$ cat config.mk
export PLATFORM = sky130hd
export DESIGN_NAME = leaky_integrate_fire_array
export DESIGN_NICKNAME = d
export VERILOG_FILES = /design/src/rtl/core/lif_pkg.sv /design/src/rtl/core/lif_cell.sv /design/src/rtl/core/lif_update.sv /design/src/rtl/core/leaky_integrate_fire_array.sv
export SDC_FILE = /design/constraint.sdc
export NUM_CORES = 2
export LEC_CHECK = 0
export BUFFER_PORTS_ARGS = -buffer_cell sky130_fd_sc_hd__buf_2
export CAP_MARGIN = 20
export CORE_MARGIN = 2
export CORE_UTILIZATION = 50
export DETAILED_ROUTE_END_ITERATION = 7
export PLACE_DENSITY = 0.77
export SYNTH_ARGS = -nofsm -noshare
export SYNTH_HDL_FRONTEND = slang
export SYNTH_SLANG_ARGS = --single-unit
export TNS_END_PERCENT = 5
$ cat constraint.sdc
create_clock -name clk -period 28.5 [get_ports clk]
set_input_delay 0 -clock clk [delete_from_list [all_inputs] [get_ports clk]]
set_output_delay 0 -clock clk [all_outputs]
set_load 0.01 [all_outputs]
$ cat src/rtl/core/lif_pkg.sv
`timescale 1ns / 1ps
// ----------------------------------------------------------------------------
// lif_pkg
// Shared types, constants and register codes of the neuron array.
// ----------------------------------------------------------------------------
package lif_pkg;

  localparam int CHANNELS   = 32;
  localparam int CH_IDX_W   = (CHANNELS > 1) ? $clog2(CHANNELS) : 1;
  localparam int SPIKE_CAP  = 32;
  localparam int SPK_CNT_W  = $clog2(SPIKE_CAP + 1);
  localparam int CHAN_W     = 5;
  localparam int AMP_W      = 21;
  localparam int TIME_W     = 32;
  localparam int NOISE_W    = 11;

  typedef logic signed [19:0] pot_t;
  typedef logic signed [16:0] stim_t;

  localparam pot_t  REST_Q8    = -20'sd17920;
  localparam pot_t  THRESH_Q8  = -20'sd14080;
  localparam pot_t  RESET_Q8   = -20'sd23040;
  localparam pot_t  POT_MAX    = 20'sd524287;
  localparam pot_t  POT_MIN    = -20'sd524288;
  localparam stim_t STIM_POS   = 17'sd38400;
  localparam stim_t STIM_NEG   = -17'sd38400;
  localparam logic [AMP_W-1:0] AMP_BASE = 21'd25600;

  localparam logic [15:0] LFSR_TAPS = 16'hB400;
  localparam logic [15:0] LFSR_SEED = 16'hACE1;

  localparam logic [7:0] LEAK_RST  = 8'd26;
  localparam logic [7:0] DECAY_RST = 8'd205;

  // register indexes
  localparam logic [1:0] REG_LEAK  = 2'd0;
  localparam logic [1:0] REG_DECAY = 2'd1;
  localparam logic [1:0] REG_NOISE = 2'd2;

  // result of one channel update
  typedef struct packed {
    logic             fire;
    logic [AMP_W-1:0] amp;
    pot_t             pot;
    stim_t            stim;
  } upd_t;

endpackage

$ cat src/rtl/core/lif_cell.sv
`timescale 1ns / 1ps
// ----------------------------------------------------------------------------
// lif_cell
// One ring cell: holds potential and stimulus of one channel slot.
// ----------------------------------------------------------------------------
module lif_cell (
  input  logic          clk,
  input  logic          rst_n,
  input  logic          shift_en,
  input  lif_pkg::pot_t  pot_in,
  input  lif_pkg::stim_t stim_in,
  input  logic          wr_en,
  input  lif_pkg::stim_t wr_stim,
  output lif_pkg::pot_t  pot_out,
  output lif_pkg::stim_t stim_out
);
  import lif_pkg::*;

  pot_t  pot_r;
  stim_t stim_r;

  always_ff @(posedge clk) begin
    if (!rst_n) begin
      pot_r  <= REST_Q8;
      stim_r <= '0;
    end else if (shift_en) begin
      pot_r  <= pot_in;
      stim_r <= stim_in;
    end else if (wr_en) begin
      stim_r <= wr_stim;
    end
  end

  assign pot_out  = pot_r;
  assign stim_out = stim_r;

endmodule

$ cat src/rtl/core/lif_update.sv
`timescale 1ns / 1ps
// ----------------------------------------------------------------------------
// lif_update
// Channel update: leak, integrate, noise, saturate, fire, stimulus decay.
// ----------------------------------------------------------------------------
module lif_update (
  input  lif_pkg::pot_t                      pot_i,
  input  lif_pkg::stim_t                     stim_i,
  input  logic [7:0]                         leak_i,
  input  logic [7:0]                         decay_i,
  input  logic signed [lif_pkg::NOISE_W-1:0] noise_i,
  output lif_pkg::upd_t                      upd_o
);
  import lif_pkg::*;

  logic signed [20:0] diff;
  logic signed [29:0] leak_prod;
  logic signed [21:0] leak_term;
  logic signed [23:0] sum;
  pot_t               v;
  logic [20:0]        over;
  logic [16:0]        mag;
  logic [24:0]        mag_prod;
  logic [16:0]        mag_q;

  always_comb begin
    diff      = 21'(REST_Q8) - 21'(pot_i);
    leak_prod = 30'(diff) * $signed({22'b0, leak_i});
    // floor division by 256
    leak_term = leak_prod[29:8];
    sum       = 24'(pot_i) + 24'(leak_term) + (24'(stim_i) <<< 2) + 24'(stim_i)
              + 24'(noise_i);
    if (sum > 24'(POT_MAX)) begin
      v = POT_MAX;
    end else if (sum < 24'(POT_MIN)) begin
      v = POT_MIN;
    end else begin
      v = sum[19:0];
    end
    over           = 21'(v) - 21'(THRESH_Q8);
    upd_o.fire     = (v > THRESH_Q8);
    upd_o.amp      = AMP_BASE + {over[19:0], 1'b0};
    upd_o.pot      = upd_o.fire ? RESET_Q8 : v;
    // decay the magnitude, truncating toward zero
    mag            = stim_i[16] ? 17'(-stim_i) : 17'(stim_i);
    mag_prod       = 25'(mag) * 25'(decay_i);
    mag_q          = mag_prod[24:8];
    upd_o.stim     = stim_i[16] ? stim_t'(-mag_q) : stim_t'(mag_q);
  end

endmodule

$ cat src/rtl/core/leaky_integrate_fire_array.sv
`timescale 1ns / 1ps
// ----------------------------------------------------------------------------
// leaky_integrate_fire_array
// Array of leaky integrate-and-fire neurons kept in a rotating ring of cells.
// ----------------------------------------------------------------------------
// Usage:
//   Input transactions are taken on a rising edge with start high and busy
//   low. in_kind = 1 writes the clamped stimulus of in_channel in that same
//   edge; busy stays low, so a set-stimulus transaction can follow each cycle.
//   in_kind = 0 is a tick: the tick counter advances and busy stays high
//   through the tick.  During the tick the cell ring rotates one slot per
//   cycle, and the single update unit at its head processes one channel per
//   cycle in ascending order; a final flush state then releases the last
//   spike.
//   Each spike is one transaction on the out_ ports, shown for exactly one
//   cycle with out_valid high.  A spike is held back until the next spike of
//   the tick (or the end of the tick) so that out_last can mark the final one.
//   At most SPIKE_CAP (32) spikes are reported per tick; later channels still
//   fire and reset.  The receiver cannot stall; results are never held.
//   The APB port (psel/penable/pwrite/paddr/pwdata/prdata/pready) holds
//   leak_factor at 0x0, stim_decay at 0x4 and noise_enable at 0x8; pready
//   is tied high.  Synchronous reset restores all potentials to -70 mV,
//   stimuli to zero, the tick counter to zero and the noise LFSR to its seed.
// ----------------------------------------------------------------------------
module leaky_integrate_fire_array (
  input  logic                         clk,
  input  logic                         rst_n,
  // input channel
  input  logic                         start,
  output logic                         busy,
  input  logic                         in_kind,
  input  logic [4:0]                   in_channel,
  input  logic signed [16:0]           in_stimulus_value,
  // result channel
  output logic                         out_valid,
  output logic [lif_pkg::TIME_W-1:0]   out_spike_time,
  output logic [lif_pkg::CHAN_W-1:0]   out_spike_channel,
  output logic [lif_pkg::AMP_W-1:0]    out_spike_amplitude,
  output logic                         out_last,
  // configuration port
  input  logic                         psel,
  input  logic                         penable,
  input  logic                         pwrite,
  input  logic [3:0]                   paddr,
  input  logic [31:0]                  pwdata,
  output logic [31:0]                  prdata,
  output logic                         pready
);
  import lif_pkg::*;

  typedef enum logic [1:0] {S_IDLE, S_RUN, S_FLUSH} state_t;

  state_t               state_r;
  logic [CH_IDX_W-1:0]  idx_r;
  logic [SPK_CNT_W-1:0] cnt_r;
  logic [TIME_W-1:0]    tick_r;
  logic [15:0]          lfsr_r;
  logic [7:0]           leak_r;
  logic [7:0]           decay_r;
  logic                 noise_en_r;

  // spike held until the next spike or the end of the tick
  logic                 pend_v_r;
  logic [CHAN_W-1:0]    pend_chan_r;
  logic [AMP_W-1:0]     pend_amp_r;

  logic                 out_valid_r;
  logic [TIME_W-1:0]    out_time_r;
  logic [CHAN_W-1:0]    out_chan_r;
  logic [AMP_W-1:0]     out_amp_r;
  logic                 out_last_r;

  logic                 accept;
  logic                 set_acc;
  logic                 tick_acc;
  logic                 cfg_wr;
  logic                 shift_en;
  logic [15:0]          lfsr_step;
  logic signed [NOISE_W-1:0] noise;
  stim_t                stim_clamped;
  upd_t                 upd;

  pot_t  cell_pot  [CHANNELS];
  stim_t cell_stim [CHANNELS];

  assign accept   = start && !busy;
  assign set_acc  = accept && in_kind;
  assign tick_acc = accept && !in_kind;
  assign cfg_wr   = psel && penable && pwrite;
  assign shift_en = (state_r == S_RUN);
  assign busy     = (state_r != S_IDLE);
  assign pready   = 1'b1;

  // clamp an incoming stimulus to +/-150 mV
  always_comb begin
    if (in_stimulus_value > STIM_POS) begin
      stim_clamped = STIM_POS;
    end else if (in_stimulus_value < STIM_NEG) begin
      stim_clamped = STIM_NEG;
    end else begin
      stim_clamped = in_stimulus_value;
    end
  end

  // Galois LFSR advance; noise comes from the advanced value
  always_comb begin
    lfsr_step = {1'b0, lfsr_r[15:1]} ^ (lfsr_r[0] ? LFSR_TAPS : 16'h0000);
    if (noise_en_r) begin
      noise = $signed({1'b0, lfsr_step[9:0]}) - 11'sd512;
    end else begin
      noise = '0;
    end
  end

  // ring of cells: slot 0 feeds the update unit, whose result re-enters
  // at the tail, so after CHANNELS shifts every channel is back in place
  generate
    for (genvar i = 0; i < CHANNELS; i++) begin : g_cell
      pot_t  pot_in;
      stim_t stim_in;
      logic  wr_en;
      if (i == CHANNELS - 1) begin : g_tail
        assign pot_in  = upd.pot;
        assign stim_in = upd.stim;
      end else begin : g_body
        assign pot_in  = cell_pot[i+1];
        assign stim_in = cell_stim[i+1];
      end
      assign wr_en = set_acc && (32'(in_channel) == i);
      lif_cell u_cell (
        .clk      (clk),
        .rst_n    (rst_n),
        .shift_en (shift_en),
        .pot_in   (pot_in),
        .stim_in  (stim_in),
        .wr_en    (wr_en),
        .wr_stim  (stim_clamped),
        .pot_out  (cell_pot[i]),
        .stim_out (cell_stim[i])
      );
    end
  endgenerate

  lif_update u_update (
    .pot_i   (cell_pot[0]),
    .stim_i  (cell_stim[0]),
    .leak_i  (leak_r),
    .decay_i (decay_r),
    .noise_i (noise),
    .upd_o   (upd)
  );

  // configuration registers
  always_ff @(posedge clk) begin
    if (!rst_n) begin
      leak_r     <= LEAK_RST;
      decay_r    <= DECAY_RST;
      noise_en_r <= 1'b1;
    end else if (cfg_wr) begin
      case (paddr[3:2])
        REG_LEAK:  leak_r     <= pwdata[7:0];
        REG_DECAY: decay_r    <= pwdata[7:0];
        REG_NOISE: noise_en_r <= pwdata[0];
        default: ;
      endcase
    end
  end

  always_comb begin
    case (paddr[3:2])
      REG_LEAK:  prdata = {24'b0, leak_r};
      REG_DECAY: prdata = {24'b0, decay_r};
      REG_NOISE: prdata = {31'b0, noise_en_r};
      default:   prdata = '0;
    endcase
  end

  // sequencer, spike hold stage and result register
  always_ff @(posedge clk) begin
    if (!rst_n) begin
      state_r     <= S_IDLE;
      idx_r       <= '0;
      cnt_r       <= '0;
      tick_r      <= '0;
      lfsr_r      <= LFSR_SEED;
      pend_v_r    <= 1'b0;
      out_valid_r <= 1'b0;
      out_last_r  <= 1'b0;
    end else begin
      out_valid_r <= 1'b0;
      case (state_r)
        S_IDLE: begin
          if (tick_acc) begin
            tick_r  <= tick_r + 1'b1;
            idx_r   <= '0;
            cnt_r   <= '0;
            state_r <= S_RUN;
          end
        end
        S_RUN: begin
          if (noise_en_r) begin
            lfsr_r <= lfsr_step;
          end
          if (upd.fire && (cnt_r < SPK_CNT_W'(SPIKE_CAP))) begin
            cnt_r <= cnt_r + 1'b1;
            // release the held spike, it is not the final one
            if (pend_v_r) begin
              out_valid_r <= 1'b1;
              out_time_r  <= tick_r;
              out_chan_r  <= pend_chan_r;
              out_amp_r   <= pend_amp_r;
              out_last_r  <= 1'b0;
            end
            pend_v_r    <= 1'b1;
            pend_chan_r <= CHAN_W'(idx_r);
            pend_amp_r  <= upd.amp;
          end
          idx_r <= idx_r + 1'b1;
          if (idx_r == CH_IDX_W'(CHANNELS - 1)) begin
            state_r <= S_FLUSH;
          end
        end
        S_FLUSH: begin
          if (pend_v_r) begin
            out_valid_r <= 1'b1;
            out_time_r  <= tick_r;
            out_chan_r  <= pend_chan_r;
            out_amp_r   <= pend_amp_r;
            out_last_r  <= 1'b1;
          end
          pend_v_r <= 1'b0;
          state_r  <= S_IDLE;
        end
        default: state_r <= S_IDLE;
      endcase
    end
  end

  assign out_valid           = out_valid_r;
  assign out_spike_time      = out_time_r;
  assign out_spike_channel   = out_chan_r;
  assign out_spike_amplitude = out_amp_r;
  assign out_last            = out_last_r;

endmodule

==> run_results.csv <==
group,metric,value,unit
routing,detail_route.drc_violations,0,
placement,cells_after_dpl,9051,
timing,finalCriticalPeriod,13210,ps
worst_setup_path,worst-r2r-cell-count,41,
worst_setup_path,reg_to_reg_end,"out_spike_time[8]",
timing,finalMaxSlewViolations,0,
hold_path,holdPathStages,5,
worst_setup_path,critPathMostFrequentCell,"sky130_fd_sc_hd__fa_1",
cts,clock_tree_from_tritoncts,"built",
cts,insertion_delay,770,ps
pwr,p_per_area,72.11,nW/µm²
routing,top_signal_layer_used,"met5",
grt,number_of_global_route_vias_before_repair,48917,
logic_synthesis,postSynthAreaPerCell,8.639,µm²
floorplan,design.core.area,131600,µm²
placement,hpwlAfterDp,93230,µm
status,outcome,"finished clean",
logic_synthesis,synth.cell_area,66380,µm²
timing,fmaxAchievable,75.68,MHz
timing,period_share,46.36,%
logic_synthesis,synth_enable_flop_cells,82,
finish,design.final.nets,7985,
routing,met3WireLength,7855,µm
pwr,ir_worst_vdd,0.06504,mV
hold_path,hold-path-endpoint,"g_cell[22].u_cell.stim_out[9]",
cts,cts.sink_count,1347,
floorplan,ioPinCount,159,
routing,route.vias.total,50917,
placement,finalWeightedCongestion,0.8809,
logic_synthesis,syn-instance-count,7684,
finish,nFillCells,11145,
timing,worst-slew-pin-transition,1140,ps
routing,dr_wl_met2,71020,µm
worst_setup_path,timing.critical_path.slowest_stage_cell,"sky130_fd_sc_hd__a31oi_2",
cts,postCtsSetupRepairBufs,0,
cts,cts_hold_buf,45,
floorplan,die_w,368.4,µm
routing,post_drt_wl_per_cell,15.66,µm
routing,m1WireLength,63440,µm
worst_setup_path,worst-endpoint-arrival,13610,ps
finish,multi_input_comb_area,35310,µm²
hold_path,min-delay-path-class,"input pin to flip-flop",
grt,grt_max_degree,246,
pwr,leakage_power,29.52,nW
routing,drt_pre_antenna_iters,6,
worst_setup_path,crit_path_max_fanout,51,
grt,remaining_overflow_grt,0,
finish,finish.utilization,55.57,%
logic_synthesis,yosys_warnings,0,
worst_setup_path,critPathLaunchType,"flip-flop",
timing,hold_ws,38.67,ps
placement,pre_cts_ws,15460,ps
cts,cts_htree_levels,4,
logic_synthesis,yosys_register_bits,1347,
cts,post_cts_clock_slew_at_the_launch_and_capture_registers_of_the_worst_setup_and_hold_paths,60,ps
hold_path,min_from,"in_channel[3]",
finish,fraction_of_final_layout_cells_sized_beyond_drive_strength_1,7.101,%
timing,finalSetupViolations,0,
logic_synthesis,asyncSetResetFlopFracSynth,0,%
placement,io_buffer_count,106,
logic_synthesis,synth_seq_area_share,41.86,%
finish,insertedDiodeCount,0,
finish,seq_area,27790,µm²
cts,tritoncts.num_buffers,134,
routing,per_cell_via_count_in_the_routed_design,5.440,
timing,clock_skew,45.75,ps
timing,slew_headroom,23.72,%
grt,grt_first_pass_wirelength,242900,µm
worst_setup_path,critical-path-max-stage-delay,870,ps
floorplan,start_util,50.43,%
floorplan,rows,133,
cts,clock_tree.root_cell,"sky130_fd_sc_hd__clkbuf_16",
routing,first_iter_violations,4045,
timing,setup_slack,15290,ps
routing,wirelength,146500,µm
worst_setup_path,worstSetupEndpointType,"flip-flop",
worst_setup_path,crit-reg2reg-launch,"g_cell[0].u_cell.pot_out[0]",
flow_run,drv.max_cap_violation_count,0,
grt,globalRouteTotalUtil,21.28,%
grt,antenna_found_initial,3,
finish,layout_overhead_on_the_synthesized_area,10.19,%
logic_synthesis,dominantRegCellSynth,"sky130_fd_sc_hd__dfxtp_1",
floorplan,fp.dieArea,135700,µm²
routing,drt.antenna.violating_nets,0,
cts,ctsLongestPathBuffers,3,
worst_setup_path,criticalPathCategory,"flip-flop to flip-flop",
worst_setup_path,timing.reg2reg.setup_slack,15290,ps
timing,rsz0062_at_grt,"no",
timing,timing.final.hold_violations,0,
worst_setup_path,cp.required,28900,ps
finish,layoutNonFillerInstCount,9360,
cts,post_cts_resize_count,0,
floorplan,die_h,368.4,µm
timing,setup_tns,0,ps
logic_synthesis,synth_cell_type_count,95,
## logic make-up (layout without fill, tap and decap cells)
family | Yosys count | after routing | synth area share [%]
buf+inv | 889 | 786 | 5.211
simple gates | 3075 | 3075 | 19.15
xor+xnor | 141 | 141 | 1.900
fa+ha+maj | 418 | 418 | 11.00
compound gates | 1160 | 1160 | 11.04
flops | 1347 | 1347 | 41.86
mux | 652 | 652 | 9.831
other cells | 2 | 26 | 0.01131
## Yosys cell counts, types with 62 or more instances
cell | number | area, µm²
sky130_fd_sc_hd__ha_1 | 142 | 1777
sky130_fd_sc_hd__clkbuf_1 | 476 | 1787
sky130_fd_sc_hd__nand2_1 | 814 | 3055
sky130_fd_sc_hd__buf_1 | 67 | 251.5
sky130_fd_sc_hd__fa_1 | 276 | 5525
sky130_fd_sc_hd__o221a_2 | 90 | 1013
sky130_fd_sc_hd__nor3_1 | 139 | 695.7
sky130_fd_sc_hd__a21oi_1 | 679 | 3398
sky130_fd_sc_hd__and2_1 | 171 | 1070
sky130_fd_sc_hd__dfxtp_1 | 1265 | 25320
sky130_fd_sc_hd__xor2_1 | 62 | 543.0
sky130_fd_sc_hd__inv_1 | 308 | 1156
sky130_fd_sc_hd__edfxtp_1 | 82 | 2462
sky130_fd_sc_hd__nor2_1 | 1727 | 6482
sky130_fd_sc_hd__mux2i_1 | 652 | 6526
sky130_fd_sc_hd__a211oi_1 | 148 | 1111
sky130_fd_sc_hd__o21ai_0 | 65 | 325.3
sky130_fd_sc_hd__xnor2_1 | 77 | 674.4
## worst max-delay path: cells and delay by family (launching register included)
kind / cells / cell delay [ps]
xor+xnor: 2 / 430
buf+inv: 5 / 920
compound gates: 18 / 5170
flops: 1 / 730
fa+ha+maj: 9 / 4070
simple gates: 6 / 1320
mux: 1 / 140
## worst max path at each step
stage                                      startpoint                       to  slack, ps
after floorplan           g_cell[0].u_cell.pot_out[2]  out_spike_amplitude[10]      16130
after global placement    g_cell[0].u_cell.pot_out[0]       out_spike_time[10]      15560
after detailed placement  g_cell[0].u_cell.pot_out[0]        out_spike_time[9]      15460
after CTS                 g_cell[0].u_cell.pot_out[0]       out_spike_time[29]      15390
after global routing      g_cell[0].u_cell.pot_out[0]       out_spike_time[30]      14460
final                     g_cell[0].u_cell.pot_out[0]        out_spike_time[8]      15290
## metal layers
| metal | global-route usage, % | up-vias |
|---|---|---|
| met1 | 27.44 | 24432 |
| met4 | 7.276 | 2 |
| met2 | 36.32 | 1238 |
| met5 | 0 | - |
| met3 | 3.214 | 248 |
| li1 | - | 24997 |
## power by group
part / switching, mW / internal (mW)
clock network: 0.744 / 1.05
registers: 0.0560 / 2.01
logic: 0.935 / 0.484
total: 1.73 / 3.54
## area by class of cell
| cell class | instances | share of cell area, % |
|---|---|---|
| multi-input cells | 5472 | 48.27 |
| well taps | 1755 | 3.002 |
| clock inverters | 44 | 0.8261 |
| repair buffers | 238 | 3.024 |
| flip-flops and latches | 1347 | 37.99 |
| clock buffers | 195 | 5.297 |
| inverters | 309 | 1.599 |
## registers in the layout (all words and copies together) (netlist names), 16 cells and up
register and count:
g_cell.u_cell.stim_out 544, g_cell.u_cell.pot_out 640, pend_amp_r 20, out_spike_time 32, out_spike_amplitude 20, lfsr_r 16, tick_r 32
## cell usage in the layout (no fill, tap or decap), types with 46 or more instances in the layout
master and n:
sky130_fd_sc_hd__dlygate4sd3_1 46, sky130_fd_sc_hd__fa_1 276, sky130_fd_sc_hd__xor2_1 62, sky130_fd_sc_hd__xnor2_1 77
sky130_fd_sc_hd__nand2_1 814, sky130_fd_sc_hd__buf_4 55, sky130_fd_sc_hd__and2_1 171, sky130_fd_sc_hd__edfxtp_1 82
sky130_fd_sc_hd__nor2_1 1725, sky130_fd_sc_hd__buf_2 105, sky130_fd_sc_hd__o221a_2 90, sky130_fd_sc_hd__o21ai_0 65
sky130_fd_sc_hd__a21oi_1 677, sky130_fd_sc_hd__clkbuf_16 136, sky130_fd_sc_hd__nand3_1 56, sky130_fd_sc_hd__a211oi_1 148
sky130_fd_sc_hd__mux2i_1 652, sky130_fd_sc_hd__inv_1 307, sky130_fd_sc_hd__nor3_1 139, sky130_fd_sc_hd__ha_1 141
sky130_fd_sc_hd__dfxtp_1 1265
## through the flow
| step | instance area, µm² | total power [mW] |
|---|---|---|
| 2_1_floorplan | 66470 | 3.183 |
| 3_3_place_gp | 67490 | 3.454 |
| 3_5_place_dp | 67570 | 3.482 |
| 4_1_cts | 72500 | 5.281 |
| 5_1_grt | 73150 | 5.515 |
| 6_report | 73150 | 5.275 |
Power figures use the tool's default switching activity.
